===== config.mk =====
export PLATFORM = sky130hd
export DESIGN_NAME = brf_ctrl
export DESIGN_NICKNAME = d
export VERILOG_FILES = /design/src/rtl/brf_pkg.sv /design/src/rtl/brf_ctrl.sv
export SDC_FILE = /design/constraint.sdc
export NUM_CORES = 1
export LEC_CHECK = 0
export ABC_CLOCK_PERIOD_IN_PS = 2100
export BUFFER_PORTS_ARGS = -buffer_cell sky130_fd_sc_hd__clkbuf_2
export CAP_MARGIN = 20
export CORE_AREA = 2 2 39 41
export DETAILED_ROUTE_END_ITERATION = 7
export DIE_AREA = 0 0 41 43
export PLACE_DENSITY_LB_ADDON = 0.3
export SKIP_CTS_REPAIR_TIMING = 1
export SYNTH_ARGS = -nofsm -noshare
export SYNTH_HDL_FRONTEND = slang
export SYNTH_SLANG_ARGS = --single-unit

===== constraint.sdc =====
create_clock -name clk -period 2.1 [get_ports clk]
set_input_delay 0.42 -clock clk [delete_from_list [all_inputs] [get_ports clk]]
set_output_delay 0.42 -clock clk [all_outputs]
set_load 0.03 [all_outputs]

===== src/rtl/brf_pkg.sv =====
`default_nettype none

package brf_pkg;

    localparam int SLOTS     = 4096;
    localparam int IDX_W     = $clog2(SLOTS);
    localparam int MOD_W     = IDX_W + 1;
    localparam int MAX_BURST = 64;
    localparam int CNT_W     = 7;
    localparam int BYTE_W    = 8;
    localparam int CMD_W     = 3;

    localparam logic [IDX_W-1:0] CAP_RESET = IDX_W'(SLOTS - 1);

    localparam int S_TDATA_W = 16;
    localparam int S_TUSER_W = CMD_W;
    localparam int M_TDATA_W = 32;
    localparam int M_TUSER_W = 2;

    typedef enum logic [CMD_W-1:0] {
        CMD_WRITE = 3'd0,
        CMD_READ  = 3'd1,
        CMD_PEEK  = 3'd2,
        CMD_SKIP  = 3'd3,
        CMD_CLEAR = 3'd4
    } cmd_t;

    typedef enum logic {
        ST_IDLE,
        ST_BURST
    } state_t;

    typedef struct packed {
        logic accept;
        logic emit;
    } dp_ctrl_t;

    typedef struct packed {
        logic burst_go;
        logic last_byte;
    } dp_stat_t;

    function automatic logic [IDX_W-1:0] ring_inc(input logic [IDX_W-1:0] idx,
                                                  input logic [MOD_W-1:0] modulus);
        logic [MOD_W-1:0] sum;
        sum = {1'b0, idx} + MOD_W'(1);
        if (sum == modulus)
        begin
            return '0;
        end
        return sum[IDX_W-1:0];
    endfunction

endpackage

`default_nettype wire


===== src/rtl/brf_ctrl.sv =====
`default_nettype none

module brf_ctrl
    import brf_pkg::*;
(
    input  wire logic     clk,
    input  wire logic     rst_n,
    input  wire logic     s_tvalid,
    output logic          s_tready,
    output logic          m_tvalid,
    input  wire logic     m_tready,
    input  wire dp_stat_t stat,
    output dp_ctrl_t      ctrl
);

    state_t state_reg;
    state_t state_next;
    logic   out_valid_reg;
    logic   out_valid_next;
    logic   out_free;

    assign out_free = !out_valid_reg || m_tready;

    always_ff @(posedge clk or negedge rst_n)
    begin
        if (!rst_n)
        begin
            state_reg     <= ST_IDLE;
            out_valid_reg <= 1'b0;
        end
        else
        begin
            state_reg     <= state_next;
            out_valid_reg <= out_valid_next;
        end
    end

    always_comb
    begin
        state_next  = state_reg;
        s_tready    = 1'b0;
        ctrl.accept = 1'b0;
        ctrl.emit   = 1'b0;
        unique case (state_reg)
            ST_IDLE:
            begin
                s_tready    = out_free;
                ctrl.accept = s_tvalid && out_free;
                if (ctrl.accept && stat.burst_go)
                begin
                    state_next = ST_BURST;
                end
            end
            ST_BURST:
            begin
                ctrl.emit = out_free;
                if (ctrl.emit && stat.last_byte)
                begin
                    state_next = ST_IDLE;
                end
            end
            default:
            begin
                state_next = ST_IDLE;
            end
        endcase
        out_valid_next = (out_valid_reg && !m_tready)
                       || (ctrl.accept && !stat.burst_go)
                       || ctrl.emit;
    end

    assign m_tvalid = out_valid_reg;

endmodule

`default_nettype wire


Word level (Yosys, flattened, before mapping)
Cells that the tools add are included.
{"block": "totals", "in_bits": 6, "ff_bits": 2, "out_inout_bits": 4, "elab_cells": 20}
{"block": "op_classes", "bitwise_logic": 1, "reduce_logical": 11, "mux": 6}
{"cell": "logical AND 1 bit", "count": 5}
{"cell": "two-way mux 1 bit", "count": 5}
{"cell": "zero test 1 bit", "count": 3}
{"cell": "logical OR 1 bit", "count": 3}
{"cell": "case mux 1 bit (2 select lines)", "count": 1}
{"cell": "inverter 1 bit", "count": 1}

Depth between registers and ports, before layout
{"block": "logic_depth", "depth_word": 7, "mapped_depth": 3, "depth_no_buf": 3}

Worst setup path after synthesis
OpenSTA, ideal clock, no wires.
{"block": "synth_timing", "path_kind": "flip-flop to output port", "from": "register out_valid_reg, in the netlist m_tvalid", "to": "output port ctrl[1] (netlist name)", "path_buffers": 0, "arrival_time_ns": 1.115, "t_required_ns": 1.680, "setup_slack_ns": 0.565, "stages_incl_launch_ff": 4, "cell_sequence": "dfrtp_1 > nand2b_4 > nor2b_4 > and2_4"}
{"element": "from (decl)", "line": "brf_ctrl.sv:18", "text": "logic out_valid_reg;"}
{"element": "from (signal assigned)", "line": "brf_ctrl.sv:34", "text": "out_valid_reg <= out_valid_next;"}
{"element": "to (decl)", "line": "brf_ctrl.sv:13", "text": "output dp_ctrl_t ctrl"}

==> flow_summary.rst <==
.. list-table::
   :header-rows: 1

   * - Metric
     - Value
   * - Endpoint with the worst hold slack
     - state_reg
   * - Cell depth of the worst flop-to-flop path
     - 3
   * - Sum of negative setup slack
     - 0 ps
   * - Data required, critical path
     - 1680 ps
   * - Number of buffers added by the clock tree synthesis step
     - 3
   * - Number of buffers added on ports
     - 9
   * - Peak clock frequency supported by timing
     - a little over 600 MHz
   * - Worst-Margin Slew
     - 175 ps
   * - Total Wirelength
     - 320 microns
   * - Nature of the critical path endpoint
     - primary output
   * - Vertical die dimension
     - 43 microns
   * - Detailed router's first-iteration violation count
     - 4
   * - Post-synth top area cell
     - sky130_fd_sc_hd__dfrtp_1
   * - Largest net degree at the start of global routing
     - 5
   * - Buffers from clock root to sink, at most
     - 2
   * - Number of global-route vias before repair
     - 105
   * - Most used DFF post-synth
     - sky130_fd_sc_hd__dfrtp_1
   * - Cell types occupying the most area after synthesis
     - sky130_fd_sc_hd__dfrtp_1 (43%), sky130_fd_sc_hd__nand2b_4 (12%), sky130_fd_sc_hd__nor2b_4 (12%)
   * - Status
     - finished clean
   * - Net switching power of the design
     - 133 uW
   * - Final Hold Viols
     - 0
   * - Minimum clock period after layout
     - 1610 ps
   * - CTS tree
     - built
   * - Gp weighted congestion
     - 0.605
   * - Total number of vias
     - 119
   * - Warnings from Yosys
     - 0
   * - Number of enable-type register cells in the synthesized netlist
     - 0
   * - Max-cap check violation count
     - 0
   * - Minimum setup slack after placement
     - 553 ps
   * - Global-route wire length before repair
     - between 400 and 500 microns
   * - Hpwl dp
     - about 250 microns
   * - Mean cell area of the mapped netlist
     - 11.5 sq um
   * - CP arrival
     - 1190 ps
   * - CP max FO
     - 4
   * - Clock Power Share
     - 0.286
   * - Detailed-route wire length per cell
     - around 8.2 microns
   * - Count of unique library cells instantiated by Yosys
     - 8
   * - Die Wd
     - 41 microns
   * - Kind of start point of the critical path
     - flop
   * - Remaining design rule violation count
     - 0
   * - Sequential area share after synthesis
     - 0.435
   * - Sink Count
     - 2
   * - Final slew viol count
     - 0
   * - Antenna-violating nets left
     - 0
   * - Final cycle utilization of the critical path
     - 0.769
   * - Int Power
     - 173 uW
   * - Global Route Usage Sum
     - 0.0482
   * - FF-to-FF setup slack
     - 1260 ps
   * - Relative contribution of combinational cells to total power
     - 0.465
   * - Root buffer cell
     - sky130_fd_sc_hd__clkbuf_4
   * - Setup repair after global routing missed its margin
     - false
   * - Async S/R FF share, synth
     - 1.00
   * - Global-route congestion overflow total
     - 0
   * - Switching Fraction
     - 0.433
   * - Post-synthesis instance area
     - between 100 and 150 sq um
   * - Power density normalized to cell area
     - 1440 nW/um^2
   * - Count of standard-cell rows
     - 14
   * - Final #Nets
     - 31
   * - Synthesized netlist net count
     - 16
   * - Launching point of the worst reg2reg path
     - m_tvalid
   * - Seq pwr share
     - 0.249
   * - Number of detailed-routing iterations run before antenna repair
     - 2
   * - Final Skew
     - 3.25 ps
   * - Diodes inserted
     - 0
   * - Worst IR Drop VDD
     - 0.351 mV
   * - Reg2reg end
     - m_tvalid
   * - Total I/O pin count
     - 10
   * - Count of state elements after synthesis
     - 2
   * - Relative area change from synthesis to final layout
     - 84.8%
   * - Leakage power of the design
     - 0.000112 uW
   * - Worst hold path cell count
     - 2
   * - Starting density of the core
     - 0.0832
   * - Std-Cell Core Area
     - around 1400 sq um
   * - Share of the synthesized area in the top cell type
     - 0.435
   * - Worst hold path type
     - in -> reg
   * - Number of antenna violations at the first check in global routing
     - 0
   * - Synthesized netlist cell count
     - 10
   * - Clock Latency Late Sink
     - 230 ps
   * - H-tree level count
     - 1
   * - Worst-case headroom to the max-slew limit
     - 0.883
   * - Die area
     - 1760 sq um
   * - Start-to-end type of the worst setup path
     - reg -> out
   * - Hold Crit Start
     - stat[0]
   * - Vias per Instance
     - slightly above 3
   * - Final Setup Violations
     - 0
   * - Ranking of synthesized cells by instance count
     - sky130_fd_sc_hd__a31oi_1 (2), sky130_fd_sc_hd__dfrtp_1 (2)
   * - Fraction of final layout cells with drive strength greater than 1
     - 0.696
   * - Worst-path clk slew
     - 30 ps
   * - Least setup slack across all paths after layout
     - 485 ps
power by group through the flow:
stage | Sequential (uW) | Clock, uW | Combinational [uW]
after detailed placement | 76.5 | 0 | 143
after CTS | 76.5 | 92.0 | 143
final | 76.2 | 87.5 | 142
after global routing | 78.3 | 94.9 | 152
after floorplan | 87.2 | 0 | 92.5
after global placement | 76.5 | 0 | 143
per-stage QoR:
stage	hold WS, ps	power [uW]	utilization	instance area [sq um]	std cells
after CTS	-32.1	311	0.146	203	38
after floorplan	124	180	-	115	10
after global placement	211	219	0.130	180	35
after global routing	380	325	0.154	213	39
final	392	306	0.154	213	39
after detailed placement	211	219	0.130	180	35
worst max-delay path by stage:
stage                  start       to  slack, ps  cells after the start
CTS                 m_tvalid  ctrl[1]        460                      4
global placement    m_tready  ctrl[1]        550                      5
global route        m_tvalid  ctrl[1]        430                      4
floorplan           m_tvalid  ctrl[1]        560                      3
finish              m_tvalid  ctrl[1]        490                      4
detailed placement  m_tready  ctrl[1]        550                      5
cell usage in the layout (no fill, tap or decap), drive strengths merged:
master / Yosys / final
clkbuf: 0 / 12
dlygate4sd3: 0 / 1
nor2b: 1 / 1
inv: 1 / 1
nand2b: 1 / 1
dfrtp: 2 / 2
a31oi: 2 / 2
and2: 2 / 2
o21ai: 1 / 1
routing by layer:
layer | up-vias | global-route usage | wire (microns)
li1 | 63 | - | -
met1 | 46 | 0.0611 | 187
met2 | 10 | 0.0250 | 78
met3 | 0 | 0.0628 | 54
met4 | 0 | 0.0600 | 0
met5 | - | 0 | 0
logic make-up after synthesis:
| logic type | after synthesis | synth area share |
|---|---|---|
| AO/OA/AOI/OAI | 3 | 0.152 |
| AND/OR/NAND/NOR | 4 | 0.380 |
| buffers and inverters | 1 | 0.0326 |
| flip-flops | 2 | 0.435 |
final cells by class:
| type | instances | area, sq um |
|---|---|---|
| fillers | 159 | 1170 |
| multi-input cells | 7 | 61.3 |
| repair buffers | 10 | 55.1 |
| flip-flops and latches | 2 | 50.0 |
| clock buffers | 3 | 22.5 |
| well taps | 16 | 20.0 |
| inverters | 1 | 3.75 |
worst max-delay path, stage by stage, from the launching register on:
cell                       delay (ps)
sky130_fd_sc_hd__dfrtp_1          390
sky130_fd_sc_hd__nand2b_4          90
sky130_fd_sc_hd__nor2b_4          150
sky130_fd_sc_hd__and2_4           140
sky130_fd_sc_hd__clkbuf_2         190
No activity file was read; power rests on OpenSTA's default activity.
